### src/rtl/mct_pkg.sv
// Shared types and constants for the multiplexed countdown timers.
package mct_pkg;

  // Number of timer slots and the index width that follows from it.
  localparam int CAPACITY = 16;
  localparam int SLOT_W   = $clog2(CAPACITY);

  typedef logic [SLOT_W-1:0] slot_t;
  typedef logic [15:0]       task_t;
  typedef logic [15:0]       tick_t;
  typedef logic [1:0]        kind_t;

  localparam slot_t LAST_SLOT = slot_t'(CAPACITY - 1);

  // Request operations.
  localparam logic OP_ADD  = 1'b0;
  localparam logic OP_TICK = 1'b1;

  // Result kinds.
  localparam kind_t KIND_EXPIRED  = 2'd0;
  localparam kind_t KIND_ACCEPTED = 2'd1;
  localparam kind_t KIND_REJECTED = 2'd2;

  // Access group from the sequencer to the slot memory.
  typedef struct packed {
    logic  wr_en;
    slot_t wr_addr;
    tick_t wr_rem;
    task_t wr_owner;
    logic  rd_en;
    slot_t rd_addr;
  } ram_req_t;

  // Registered read data of the slot memory.
  typedef struct packed {
    tick_t rem;
    task_t owner;
  } ram_rdata_t;

endpackage

### src/rtl/mct_slot_ram.sv
// Slot memory holding remaining tick counts and owner task ids.
module mct_slot_ram (
  input  logic               clk,
  input  mct_pkg::ram_req_t  req,
  output mct_pkg::ram_rdata_t rdata
);
  import mct_pkg::*;

  tick_t rem_mem   [CAPACITY];
  task_t owner_mem [CAPACITY];

  // One write port and one registered read port.
  always_ff @(posedge clk) begin
    if (req.wr_en) begin
      rem_mem[req.wr_addr]   <= req.wr_rem;
      owner_mem[req.wr_addr] <= req.wr_owner;
    end
    if (req.rd_en) begin
      rdata.rem   <= rem_mem[req.rd_addr];
      rdata.owner <= owner_mem[req.rd_addr];
    end
  end

endmodule

### src/rtl/mct_seq.sv
// Sequencer with the shared decrement unit, slot busy bits and output register.
module mct_seq (
  input  logic                 clk,
  input  logic                 rst,
  input  logic                 s_tvalid,
  output logic                 s_tready,
  input  logic [31:0]          s_tdata,
  input  logic                 s_tuser,
  output logic                 m_tvalid,
  input  logic                 m_tready,
  output logic [15:0]          m_tdata,
  output logic [1:0]           m_tuser,
  output logic                 m_tlast,
  output mct_pkg::ram_req_t    ram_req,
  input  mct_pkg::ram_rdata_t  ram_rdata
);
  import mct_pkg::*;

  typedef enum logic [2:0] {
    S_IDLE,
    S_RESP,
    S_SCAN_RD,
    S_SCAN_WR,
    S_FLUSH
  } state_t;

  state_t              state;
  slot_t               idx;
  logic [CAPACITY-1:0] slot_busy;
  logic                held_valid;
  task_t               held_task;
  kind_t               resp_kind;
  task_t               resp_task;

  logic  op;
  task_t in_task;
  tick_t in_delay;
  logic  full;
  slot_t free_slot;
  logic  accept;
  logic  add_store;
  logic  out_free;
  tick_t dec;
  logic  dec_zero;
  logic  proceed;
  logic  out_load;

  assign op       = s_tuser;
  assign in_task  = s_tdata[15:0];
  assign in_delay = s_tdata[31:16];
  assign full     = &slot_busy;
  assign s_tready = (state == S_IDLE);
  assign accept   = s_tvalid && s_tready;
  assign out_free = !m_tvalid || m_tready;

  // An add with a nonzero delay and a free slot takes a slot.
  assign add_store = accept && (op == OP_ADD) && (in_delay != '0) && !full;

  // Lowest free slot.
  always_comb begin
    free_slot = '0;
    for (int i = CAPACITY - 1; i >= 0; i--) begin
      if (!slot_busy[i]) free_slot = slot_t'(i);
    end
  end

  // Shared decrement and zero compare on the slot just read.
  assign dec      = ram_rdata.rem - 16'd1;
  assign dec_zero = (dec == '0);

  // An expiry with one already held must hand the held one to the output first.
  assign proceed = !(dec_zero && held_valid) || out_free;

  // The output register takes a new result in this cycle.
  assign out_load = (state == S_RESP && out_free)
                 || (state == S_SCAN_WR && proceed && dec_zero && held_valid)
                 || (state == S_FLUSH && held_valid && out_free);

  // Memory port control.
  always_comb begin
    ram_req = '0;
    if (add_store) begin
      ram_req.wr_en    = 1'b1;
      ram_req.wr_addr  = free_slot;
      ram_req.wr_rem   = in_delay;
      ram_req.wr_owner = in_task;
    end else if (state == S_SCAN_WR && proceed) begin
      ram_req.wr_en    = 1'b1;
      ram_req.wr_addr  = idx;
      ram_req.wr_rem   = dec;
      ram_req.wr_owner = ram_rdata.owner;
    end
    ram_req.rd_en   = (state == S_SCAN_RD) && slot_busy[idx];
    ram_req.rd_addr = idx;
  end

  // State, busy bits, held expiry and output register.
  always_ff @(posedge clk) begin
    if (rst) begin
      state      <= S_IDLE;
      slot_busy  <= '0;
      held_valid <= 1'b0;
      m_tvalid   <= 1'b0;
      idx        <= '0;
    end else begin
      if (m_tvalid && m_tready && !out_load) m_tvalid <= 1'b0;
      case (state)
        S_IDLE: begin
          if (accept) begin
            resp_task <= in_task;
            if (op == OP_TICK) begin
              idx        <= '0;
              held_valid <= 1'b0;
              state      <= S_SCAN_RD;
            end else begin
              if (in_delay == '0) begin
                resp_kind <= KIND_EXPIRED;
              end else if (full) begin
                resp_kind <= KIND_REJECTED;
              end else begin
                resp_kind            <= KIND_ACCEPTED;
                slot_busy[free_slot] <= 1'b1;
              end
              state <= S_RESP;
            end
          end
        end
        S_RESP: begin
          if (out_free) begin
            m_tvalid <= 1'b1;
            m_tdata  <= resp_task;
            m_tuser  <= resp_kind;
            m_tlast  <= 1'b1;
            state    <= S_IDLE;
          end
        end
        S_SCAN_RD: begin
          if (slot_busy[idx]) begin
            state <= S_SCAN_WR;
          end else if (idx == LAST_SLOT) begin
            state <= S_FLUSH;
          end else begin
            idx <= idx + 1'b1;
          end
        end
        S_SCAN_WR: begin
          if (proceed) begin
            if (dec_zero) begin
              slot_busy[idx] <= 1'b0;
              held_valid     <= 1'b1;
              held_task      <= ram_rdata.owner;
              if (held_valid) begin
                m_tvalid <= 1'b1;
                m_tdata  <= held_task;
                m_tuser  <= KIND_EXPIRED;
                m_tlast  <= 1'b0;
              end
            end
            if (idx == LAST_SLOT) begin
              state <= S_FLUSH;
            end else begin
              idx   <= idx + 1'b1;
              state <= S_SCAN_RD;
            end
          end
        end
        S_FLUSH: begin
          if (!held_valid) begin
            state <= S_IDLE;
          end else if (out_free) begin
            m_tvalid   <= 1'b1;
            m_tdata    <= held_task;
            m_tuser    <= KIND_EXPIRED;
            m_tlast    <= 1'b1;
            held_valid <= 1'b0;
            state      <= S_IDLE;
          end
        end
        default: state <= S_IDLE;
      endcase
    end
  end

  // A new request is only taken once the previous tick has drained its held expiry.
  a_idle_no_held: assert property (@(posedge clk) disable iff (rst)
    s_tready |-> !held_valid)
    else $error("request taken while an expiry is still held");

  // A stored add occupies exactly one more slot.
  a_add_takes_slot: assert property (@(posedge clk) disable iff (rst)
    add_store |=> $countones(slot_busy) == $past($countones(slot_busy)) + 1)
    else $error("add did not occupy exactly one slot");

  // Outside of accepting a request the busy set never grows.
  a_scan_no_grow: assert property (@(posedge clk) disable iff (rst)
    (state != S_IDLE) |=> $countones(slot_busy) <= $past($countones(slot_busy)))
    else $error("busy slots grew during a scan or response");

  // Flushing the held expiry ends the tick with a marked final result.
  a_flush_last: assert property (@(posedge clk) disable iff (rst)
    (state == S_FLUSH && held_valid && out_free) |=> m_tvalid && m_tlast)
    else $error("final expiry of a tick not marked last");

endmodule

### src/rtl/multiplexed_countdown_timers.sv
// Top level of the multiplexed countdown timers.
//
// Requests arrive on the s_ channel: s_tuser is the operation (add or tick),
// s_tdata carries the task id and delay. Results leave on the m_ channel:
// m_tuser is the result kind, m_tdata the task id, m_tlast marks the final
// result of a request. Every request gives at least one result except a tick
// on which no timer expires.
// An add's result is loaded into the output register from the response state
// once that register is free, and the block is ready again at the same edge;
// the slot is chosen by a lowest-free search over the busy bits. A tick walks
// the slots one at a time through the single decrement unit: a free slot is
// only checked, a busy one is read from memory and then decremented and
// written back, and a final state hands out any held expiry.
// Requests are taken one at a time; s_tready is high only between requests.
// The output register holds a result until taken. A stalled receiver holds up
// an add's answer and the final expiry of a tick while that register is full,
// and stalls the scan only when a second expiry is ready to be reported.
// Reset clears all busy slots and empties the output; no clearing pass runs.
module multiplexed_countdown_timers (
  input  logic        clk,
  input  logic        rst,
  input  logic        s_tvalid,
  output logic        s_tready,
  input  logic [31:0] s_tdata,   // [15:0] task_id, [31:16] delay_ticks
  input  logic        s_tuser,   // [0] operation
  output logic        m_tvalid,
  input  logic        m_tready,
  output logic [15:0] m_tdata,   // [15:0] task_id
  output logic [1:0]  m_tuser,   // [1:0] kind
  output logic        m_tlast
);
  import mct_pkg::*;

  ram_req_t   ram_req;
  ram_rdata_t ram_rdata;

  // Control and the shared decrement unit.
  mct_seq u_seq (
    .clk       (clk),
    .rst       (rst),
    .s_tvalid  (s_tvalid),
    .s_tready  (s_tready),
    .s_tdata   (s_tdata),
    .s_tuser   (s_tuser),
    .m_tvalid  (m_tvalid),
    .m_tready  (m_tready),
    .m_tdata   (m_tdata),
    .m_tuser   (m_tuser),
    .m_tlast   (m_tlast),
    .ram_req   (ram_req),
    .ram_rdata (ram_rdata)
  );

  // Per-slot counts and owners.
  mct_slot_ram u_ram (
    .clk   (clk),
    .req   (ram_req),
    .rdata (ram_rdata)
  );

endmodule
### config.mk
export PLATFORM = sky130hd
export DESIGN_NAME = multiplexed_countdown_timers
export DESIGN_NICKNAME = d
export VERILOG_FILES = /design/src/rtl/mct_pkg.sv /design/src/rtl/mct_slot_ram.sv /design/src/rtl/mct_seq.sv /design/src/rtl/multiplexed_countdown_timers.sv
export SDC_FILE = /design/constraint.sdc
export NUM_CORES = 1
export LEC_CHECK = 0
export BUFFER_PORTS_ARGS = -buffer_cell sky130_fd_sc_hd__buf_2
export CORE_UTILIZATION = 33
export DETAILED_ROUTE_END_ITERATION = 16
export PLACE_DENSITY_LB_ADDON = 0.05
export SLEW_MARGIN = 20
export SYNTH_ARGS = -nofsm -noshare
export SYNTH_HDL_FRONTEND = slang
export SYNTH_SLANG_ARGS = --single-unit
### constraint.sdc
create_clock -name clk -period 12.3 [get_ports clk]
set_input_delay 1.845 -clock clk [delete_from_list [all_inputs] [get_ports clk]]
set_output_delay 1.845 -clock clk [all_outputs]
set_load 0.005 [all_outputs]
==> key figures, run 1 <==
Critical path
  • CP bufs+invs: 3
  • Most common cell on crit path: buf_4
  • Crit path kind: flop to flop
  • Worst setup EP type: flop
  • CP Data Arrival Time: 5220 ps
  • CP max-delay cell: nor4b_1
  • Slowest stage delay, CP: 710 ps
  • Top delay family on crit path: simple AND/OR/NAND/NOR gates
  • Crit Path Max Fanout: 32
  • CP required: 12510 ps
  • CP startpoint kind: flop
  • Cells along the critical path: inv_1 > ha_1 > nor4b_1 > nand4_1 > xnor2_1 > a211oi_2 > a21oi_4 > buf_4 > a32oi_1 > nor2_4 > buf_4

Routing
  • Vias: 12300
  • Final ANT Viol Nets: 0
  • Drt drc: 0
  • Initial drt markers: 966
  • DR WL/cell: 27.5 µm
  • Detailed-route vias per instance: 5.23
  • Routed WL: 64500 µm
  • Router iterations before antenna repair: 5

Timing
  • RSZ-0062 raised after global routing: no
  • Final setup vio count: 0
  • Setup TNS: 0 ps
  • Worst clock skew: 28.7 ps
  • Worst hold margin: 449 ps
  • Max-slew violations: 0
  • F_max: 200 MHz
  • Final setup margin: 7300 ps
  • Relative slew margins: 0.291
  • Final period util: 0.407
  • Fin. Hold Viols: 0
  • Worst-Margin Slew: 1060 ps
  • Tmin final: 5000 ps

Power and ir drop
  • Pwr Density: 162 mW/mm²
  • P_leak: 8.85 nW
  • Worst VDD drop: 0.0782 mV

Clocking
  • Postcts setup bufs: 0
  • CTS tree: built
  • Clk Latency, worst-skew pair: 590 ps
  • CTS resizes: 0
  • Number of CTS-inserted buffers: 72
  • Clock Tree Buf Depth: 3
  • Clock sink total: 622
  • Root Buffer: clkbuf_16
  • H-Tree Depth: 3
  • Clk slew on worst S/H paths: 50 ps
  • Cts hold-fix bufs: 0

Synthesis
  • Cell taking the most area after synthesis: edfxtp_1
  • Async SR Flop Fraction: 0
  • Yosys warnings: 0
  • Post-synth EDFFs: 597
  • Area contributors post-synth: edfxtp_1 (72%), mux4_2 (15%), dfxtp_1 (2.0%)
  • Synthesized instance count: 1215
  • #FFs+latches synth: 622
  • Synth cell types: 77
  • Synth Cell Area: 0.0248 mm²
  • Prevailing post-synth register cell: edfxtp_1
  • Sequential element share of the synthesized area: 0.743
  • Post-synth top area share: 0.722
  • Synthesized Nets: 1258
  • Synthesized area per cell: 20.4 µm²

Hold path
  • Hold crit path type: flop to flop

Final layout
  • Multi-input gate area: 0.00617 mm²
  • Filler Cell Count: 6759
  • Post-route cell area: 0.0287 mm²
  • Layout cells sized above 1: 0.307
  • Seq. cell area: 0.0184 mm²
  • Antenna Cells: 0
  • Area Growth Syn to Fin: 15.6%
  • Fin nets: 1367
  • Finished Layout Cells: 2344

Floorplanning
  • Core area: 0.0744 mm²
  • Die Width: 276 µm
  • Die ar.: 0.0763 mm²
  • I/O Pins: 58
  • Die height: 276 µm
  • Initial Utilization: 0.333
  • Standard-cell row count: 100

Placement
  • GPL Wtd Cong: 0.834
  • Hpwl dp: 38000 µm
  • Port Buf Inserts: 57
  • Post-placement cell area: 0.0265 mm²
  • Post-Place Setup Slack: 6880 ps
  • Post-Place Cells: 2219

Global routing
  • Largest net degree at the start of global routing: 91
  • Vias in the first global route: 12900
  • Initial antenna violation count: 1
  • Total GRT Usage: 0.172
  • First-pass GRT wire length: 94200 µm
  • Total congestion overflow: 0

Flow run
  • Maxcap violations: 0

Run status
  • Status: complete, no violations
[cells in the mapped netlist, drive strengths merged (4+ instances only)]
cell type and number:
nor4 8, and4 4, buf 23, mux4 165, a21o 6, a31oi 9
dfxtp 25, ha 6, nand3 5, nor3 14, nand2 50, nor2b 5
o31ai 4, a21oi 15, a22o 19, inv 18, a311o 4, and2 9
o22ai 5, nor2 49, mux2 17, clkbuf 39, edfxtp 597, nor4b 6
o21ai 30, xnor2 9, nand4 13, or4 4
[metal layers]
metal,vias up,global-route usage,wire length (µm)
li1,5331,-,-
met1,6567,0.237,29100
met2,279,0.283,31500
met3,88,0.0270,2720
met4,0,0.0460,1150
met5,-,0,0
[cell type report]
type                            instances  area share
Clock buffer                           97      0.0683
Clock inverter                         28     0.00889
Inverter                               18     0.00240
Multi-Input combinational cell        513       0.215
Sequential cell                       622       0.642
Tap cell                              969      0.0422
Timing Repair Buffer                   97      0.0208
[worst register-to-register path: stages (launching register included)]
cell and delay [ps]:
edfxtp_1 470, inv_1 100, ha_1 280, nor4b_1 710
nand4_1 270, xnor2_1 520, a211oi_2 150, a21oi_4 500
buf_4 430, a32oi_1 430, nor2_4 190, buf_4 540
[registers in the layout, summed over array words and instances, names as in the netlist]
signal / cells
u_seq.slot_busy: 16
u_seq.held_task: 16
u_ram.rem_mem: 256
u_seq.resp_task: 16
u_seq.resp_kind: 2
u_seq.held_valid: 1
u_seq.idx: 4
u_seq.m_tuser: 2
u_seq.m_tdata: 16
u_ram.owner_mem: 256
u_seq.m_tlast: 1
u_seq.state: 3
u_seq.m_tvalid: 1
u_ram.rdata: 32
[cells by family (layout without fill, tap and decap cells)]
kind of cell	after synthesis	after routing	share of synthesized area
AND/OR/NAND/NOR	186	186	0.0397
buffers and inverters	80	240	0.0148
AO/OA/AOI/OAI	128	128	0.0386
multiplexers	182	182	0.157
adder cells (fa/ha/maj)	6	6	0.00302
flip-flops	622	622	0.743
XOR/XNOR	11	11	0.00388
[layout by cell type (no fill, tap or decap), types with 5 or more instances in the layout]
cell,netlist,final
mux2_2,17,17
nor2b_1,5,5
a22o_1,19,19
a21o_1,6,6
dfxtp_1,25,22
nor2_4,0,16
clkbuf_16,0,75
edfxtp_1,597,597
clkinv_2,0,14
inv_1,17,17
nand2_1,50,50
xnor2_1,9,9
buf_2,4,57
a21oi_1,11,10
o21ai_0,28,24
clkbuf_1,35,22
nand4_1,12,12
nor4_1,7,7
nor2_1,49,32
ha_1,6,6
mux4_2,165,165
and2_1,8,7
nor4b_1,5,5
nor3_1,14,14
o22ai_1,5,5
a31oi_1,9,9
nand3_1,5,5
buf_4,2,39
clkinv_1,0,8
[final timing paths]
kind	cells after the start	slack (ps)	startpoint	end
setup / recovery	11	7300	u_ram.rdata[16]$_DFFE_PP_	u_ram.owner_mem[1][11]$_DFFE_PP_
hold / removal	0	450	u_ram.rdata[1]$_DFFE_PP_	u_seq.held_task[1]$_DFFE_PP_
setup reg to reg	11	7300	u_ram.rdata[16]$_DFFE_PP_	u_ram.owner_mem[1][11]$_DFFE_PP_
hold reg to reg	0	450	u_ram.rdata[1]$_DFFE_PP_	u_seq.held_task[1]$_DFFE_PP_
[where the power goes]
group	switching [W]	internal, W	total (W)
combinational	0.000144	0.000113	0.000257
sequential	0.0000116	0.00235	0.00236
clock	0.000828	0.00120	0.00203
[per-stage QoR]
step                       util  total power [W]
final                     0.386          0.00464
after global routing      0.386          0.00482
after CTS                 0.386          0.00472
after detailed placement  0.356          0.00267
after global placement    0.356          0.00267
after floorplan               -          0.00257
Power figures use the tool's default switching activity.
==> run 2, diff against run 1 <==
Clock period 12.3 ns to 5.2 ns, I/O delays scaled along.
==> key figures, run 2 (synthesis results as in run 1) <==
Final layout
  • Largest regs: u_ram.owner_mem (256), u_ram.rem_mem (256), u_ram.rdata (32)
  • Most frequent cells in the layout: edfxtp_1 (597), mux4_2 (165), clkbuf_16 (73)
  • Commonest non-fill, non-tap cell in the layout: edfxtp_1
  • Area Growth Syn to Fin: 15.9%
  • Filler Cell Count: 6684
  • Fin nets: 1377
  • Seq. cell area: 0.0184 mm²
  • Layout cells sized above 1: 0.308
  • Antenna Cells: 0
  • Multi-input gate area: 0.00617 mm²

Power and ir drop
  • Pwr Density: 375 mW/mm²
  • Sw Ratio: 0.216
  • Switch Pwr: 0.00233 W
  • P_leak: 8.88 nW
  • Sequential power share: 0.518
  • Clock power frac: 0.428
  • Int Pwr: 0.00847 W
  • Combinational share of power: 0.055
  • Worst VDD drop: 0.188 mV

Global routing
  • Total GRT Usage: 0.172
  • Vias in the first global route: 12900
  • First-pass GRT wire length: 93800 µm
  • Total congestion overflow: 0
  • Initial antenna violation count: 0
  • Largest net degree at the start of global routing: 69

Timing
  • Relative slew margins: 0.293
  • F_max: 218 MHz
  • Final setup vio count: 0
  • Setup TNS: 0 ps
  • Worst hold margin: 370 ps
  • Final period util: 0.881
  • Worst-Margin Slew: 1060 ps
  • Tmin final: 4580 ps
  • Worst clock skew: 19.0 ps
  • RSZ-0062 raised after global routing: no
  • Fin. Hold Viols: 0
  • Max-slew violations: 0

Clocking
  • Root Buffer: clkbuf_16
  • Cts hold-fix bufs: 0
  • Clock Tree Buf Depth: 3
  • Postcts setup bufs: 0
  • Number of CTS-inserted buffers: 71
  • Clk Latency, worst-skew pair: 600 ps
  • Clock sink total: 622
  • H-Tree Depth: 3
  • Clk slew on worst S/H paths: 60 ps
  • CTS tree: built
  • CTS resizes: 0

Routing
  • Drt drc: 0
  • Routed WL: 64200 µm
  • Wire length on met3: 2430 µm
  • Final ANT Viol Nets: 0
  • Total length of routed met2 wires: 31200 µm
  • Metal-1 WL: 29200 µm
  • Router iterations before antenna repair: 5
  • Detailed-route vias per instance: 5.19
  • Vias: 12200
  • DR top layer: met4
  • Initial drt markers: 866
  • DR WL/cell: 27.2 µm

Critical path
  • Crit Path Max Fanout: 25
  • Worst reg2reg setup slack: 620 ps
  • Slowest stage delay, CP: 850 ps
  • CP required: 5500 ps
  • Crit path kind: flop to flop
  • CP startpoint kind: flop
  • R2r endpoint: u_ram.owner_mem[2][1]$_DFFE_PP_
  • Cells along the critical path: or4_1 > or3_4 > o41a_4 > a211oi_2 > a21o_1 > o22ai_1 > nor2_4 > buf_4
  • Worst setup EP type: flop
  • Worst R2R Start: u_ram.rdata[19]$_DFFE_PP_
  • CP max-delay cell: nor2_4
  • Cell depth of the worst flop-to-flop path: 8
  • CP Data Arrival Time: 4880 ps

Placement
  • GPL Wtd Cong: 0.828
  • Hpwl dp: 39200 µm
  • Port Buf Inserts: 57

Hold path
  • Hold_sp: s_tdata[1]
  • Hold endpoint: u_seq.resp_task[1]$_DFFE_PP_
  • Hold Crit Depth: 1
  • Hold crit path type: primary input to flop

Floorplanning
  • Die Width: 276 µm
  • Standard-cell row count: 100
  • I/O Pins: 58
  • Initial Utilization: 0.333
  • Die ar.: 0.0763 mm²
  • Core area: 0.0744 mm²
  • Die height: 276 µm

Flow run
  • Maxcap violations: 0

Run status
  • Status: complete, no violations
run 2: cell count changes in the layout (fill, tap and decap cells not counted), moves of 2 or more:
cell       change
clkinv_2       -3
clkbuf_1       +5
buf_4          +6
clkinv_1       +3
inv_6          +2
bufinv_16      -3
buf_12         +5
clkbuf_16      -2
run 2: through the flow:
step                      instance area [µm²]  total power [W]  utilization  setup slack [ps]  cells
after floorplan                         24800          0.00608            -               750   1215
after global placement                  26600          0.00630        0.358               532   2230
after detailed placement                26600          0.00630        0.358               529   2230
after CTS                               28800           0.0110        0.386               548   2357
after global routing                    28800           0.0112        0.386               302   2357
final                                   28800           0.0108        0.386               619   2357
run 2: worst max path at each step:
stage	startpoint	endpoint	slack, ps
6_report	u_ram.rdata[19]$_DFFE_PP_	u_ram.owner_mem[2][1]$_DFFE_PP_	620
5_1_grt	u_ram.rdata[16]$_DFFE_PP_	u_ram.owner_mem[2][0]$_DFFE_PP_	300
4_1_cts	u_ram.rdata[19]$_DFFE_PP_	u_ram.owner_mem[2][4]$_DFFE_PP_	550
3_5_place_dp	s_tdata[29]	u_ram.owner_mem[13][5]$_DFFE_PP_	530
3_3_place_gp	s_tdata[29]	u_ram.owner_mem[13][6]$_DFFE_PP_	530
2_1_floorplan	u_ram.rdata[18]$_DFFE_PP_	u_ram.owner_mem[2][0]$_DFFE_PP_	750
run 2: layout make-up:
| type | count | share of cell area |
|---|---|---|
| clock buffers | 100 | 0.0670 |
| inverters | 18 | 0.00239 |
| clock inverters | 27 | 0.00713 |
| flip-flops and latches | 622 | 0.641 |
| multi-input cells | 513 | 0.215 |
| repair buffers | 108 | 0.0258 |
| well taps | 969 | 0.0421 |
run 2: per-layer routing:
| layer | vias to the layer above | global-route usage |
|---|---|---|
| li1 | 5350 | - |
| met1 | 6559 | 0.238 |
| met2 | 249 | 0.279 |
| met3 | 80 | 0.0276 |
| met4 | 0 | 0.0504 |
| met5 | - | 0 |
run 2: power by group through the flow:
stage               clock network [W]  registers [W]  logic [W]
finish                        0.00462        0.00559   0.000589
global placement                    0        0.00569   0.000609
floorplan                           0        0.00566   0.000414
global route                  0.00498        0.00559   0.000640
CTS                           0.00479        0.00559   0.000613
detailed placement                  0        0.00569   0.000611
run 2: worst max-delay path, delay by kind of cell (launching register included):
| family | cells | cell delay, ps |
|---|---|---|
| and+or+nand+nor | 3 | 1900 |
| AOI/OAI and AO/OA | 4 | 1570 |
| DFF | 1 | 470 |
| buffers and inverters | 1 | 330 |
==> run 3, diff against run 2 <==
Settings changed: MAX_ROUTING_LAYER set to met4.
==> key figures, run 3 (synthesis results as in run 1) <==
Global routing
  • Vias in the first global route: 12900
  • Total congestion overflow: 0
  • Total GRT Usage: 0.177
  • Initial antenna violation count: 1
  • Largest net degree at the start of global routing: 69
  • First-pass GRT wire length: 93900 µm

Critical path
  • CP Data Arrival Time: 4870 ps
  • CP required: 5510 ps
  • CP bufs+invs: 1
  • R2r endpoint: u_ram.owner_mem[2][0]$_DFFE_PP_
  • Cell depth of the worst flop-to-flop path: 8
  • CP startpoint kind: flop
  • Worst R2R Start: u_ram.rdata[19]$_DFFE_PP_
  • Worst reg2reg setup slack: 640 ps
  • Slowest stage delay, CP: 860 ps
  • Top delay family on crit path: simple AND/OR/NAND/NOR gates
  • Worst setup EP type: flop
  • Crit Path Max Fanout: 25
  • CP max-delay cell: nor2_4
  • Crit path kind: flop to flop
  • Cells along the critical path: or4_1 > or3_4 > o41a_4 > a211oi_2 > a21o_1 > o22ai_1 > nor2_4 > buf_4

Timing
  • Final setup vio count: 0
  • F_max: 219 MHz
  • Fin. Hold Viols: 0
  • Worst hold margin: 367 ps
  • Relative slew margins: 0.277
  • RSZ-0062 raised after global routing: no
  • Worst-Margin Slew: 1080 ps
  • Worst clock skew: 20.6 ps
  • Max-slew violations: 0
  • Tmin final: 4560 ps
  • Final period util: 0.878
  • Setup TNS: 0 ps
  • Final setup margin: 635 ps

Clocking
  • CTS tree: built
  • Number of CTS-inserted buffers: 71
  • CTS resizes: 0
  • Clock sink total: 622
  • H-Tree Depth: 3
  • Root Buffer: clkbuf_16
  • Cts hold-fix bufs: 0
  • Clk slew on worst S/H paths: 60 ps
  • Clk Latency, worst-skew pair: 610 ps
  • Postcts setup bufs: 0
  • Clock Tree Buf Depth: 3

Placement
  • Port Buf Inserts: 57
  • GPL Wtd Cong: 0.841
  • Post-Place Setup Slack: 529 ps
  • Hpwl dp: 39200 µm

Final layout
  • Most frequent cells in the layout: edfxtp_1 (597), mux4_2 (165), clkbuf_16 (73)
  • Layout cells sized above 1: 0.308
  • Area Growth Syn to Fin: 15.9%
  • Fin nets: 1377
  • Antenna Cells: 0
  • Commonest non-fill, non-tap cell in the layout: edfxtp_1
  • Largest regs: u_ram.owner_mem (256), u_ram.rem_mem (256), u_ram.rdata (32)

Run status
  • Status: complete, no violations

Hold path
  • Hold endpoint: u_seq.resp_task[1]$_DFFE_PP_
  • Hold_sp: s_tdata[1]
  • Hold Crit Depth: 1
  • Hold crit path type: primary input to flop

Routing
  • Detailed-route vias per instance: 5.20
  • Drt drc: 0
  • Initial drt markers: 849
  • DR WL/cell: 27.3 µm
  • Vias: 12300
  • Final ANT Viol Nets: 0
  • Router iterations before antenna repair: 5
  • Routed WL: 64400 µm

Floorplanning
  • I/O Pins: 58
  • Die height: 276 µm
  • Die ar.: 0.0763 mm²
  • Standard-cell row count: 100
  • Die Width: 276 µm
  • Initial Utilization: 0.333
  • Core area: 0.0744 mm²

Flow run
  • Maxcap violations: 0

Power and ir drop
  • Worst VDD drop: 0.188 mV
  • P_leak: 8.88 nW
  • Pwr Density: 375 mW/mm²
  • Total power: 0.0108 W
## run 3: where the power goes
part           total (W)  internal (W)  switching, W
logic           0.000590      0.000267      0.000322
registers        0.00559       0.00555     0.0000388
clock network    0.00462       0.00265       0.00197
total             0.0108       0.00847       0.00233
## run 3: per-layer routing
metal | part of all wire | wire, µm | global-route usage | vias to the layer above
li1 | - | - | - | 5347
met1 | 0.46 | 29400 | 0.239 | 6562
met2 | 0.48 | 31200 | 0.279 | 263
met3 | 0.038 | 2450 | 0.0262 | 87
met4 | 0.021 | 1350 | 0.0513 | 0
met5 | 0 | 0 | - | -
## run 3: worst max path at each step
stage / cells past startpoint / slack (ps) / start / endpoint
2_1_floorplan: 10 / 750 / u_ram.rdata[18]$_DFFE_PP_ / u_ram.owner_mem[2][0]$_DFFE_PP_
3_3_place_gp: 9 / 530 / s_tdata[29] / u_ram.owner_mem[13][6]$_DFFE_PP_
3_5_place_dp: 9 / 530 / s_tdata[29] / u_ram.owner_mem[13][5]$_DFFE_PP_
4_1_cts: 8 / 550 / u_ram.rdata[19]$_DFFE_PP_ / u_ram.owner_mem[2][4]$_DFFE_PP_
5_1_grt: 10 / 300 / u_ram.rdata[16]$_DFFE_PP_ / u_ram.owner_mem[2][1]$_DFFE_PP_
6_report: 8 / 640 / u_ram.rdata[19]$_DFFE_PP_ / u_ram.owner_mem[2][0]$_DFFE_PP_
## run 3: per-stage QoR
step	instance area, µm²	std cells	util
2_1_floorplan	24800	1215	-
3_3_place_gp	26600	2230	0.358
3_5_place_dp	26600	2230	0.358
4_1_cts	28800	2357	0.386
5_1_grt	28800	2357	0.386
6_report	28800	2357	0.386
## run 3: layout make-up
cell class	count	area, µm²
tap	969	1210
sequential	622	18400
multi-input combinational	513	6170
clock buffer	100	1930
timing repair buffer	108	743
inverter	18	68.8
fill	6684	45700
clock inverter	27	205
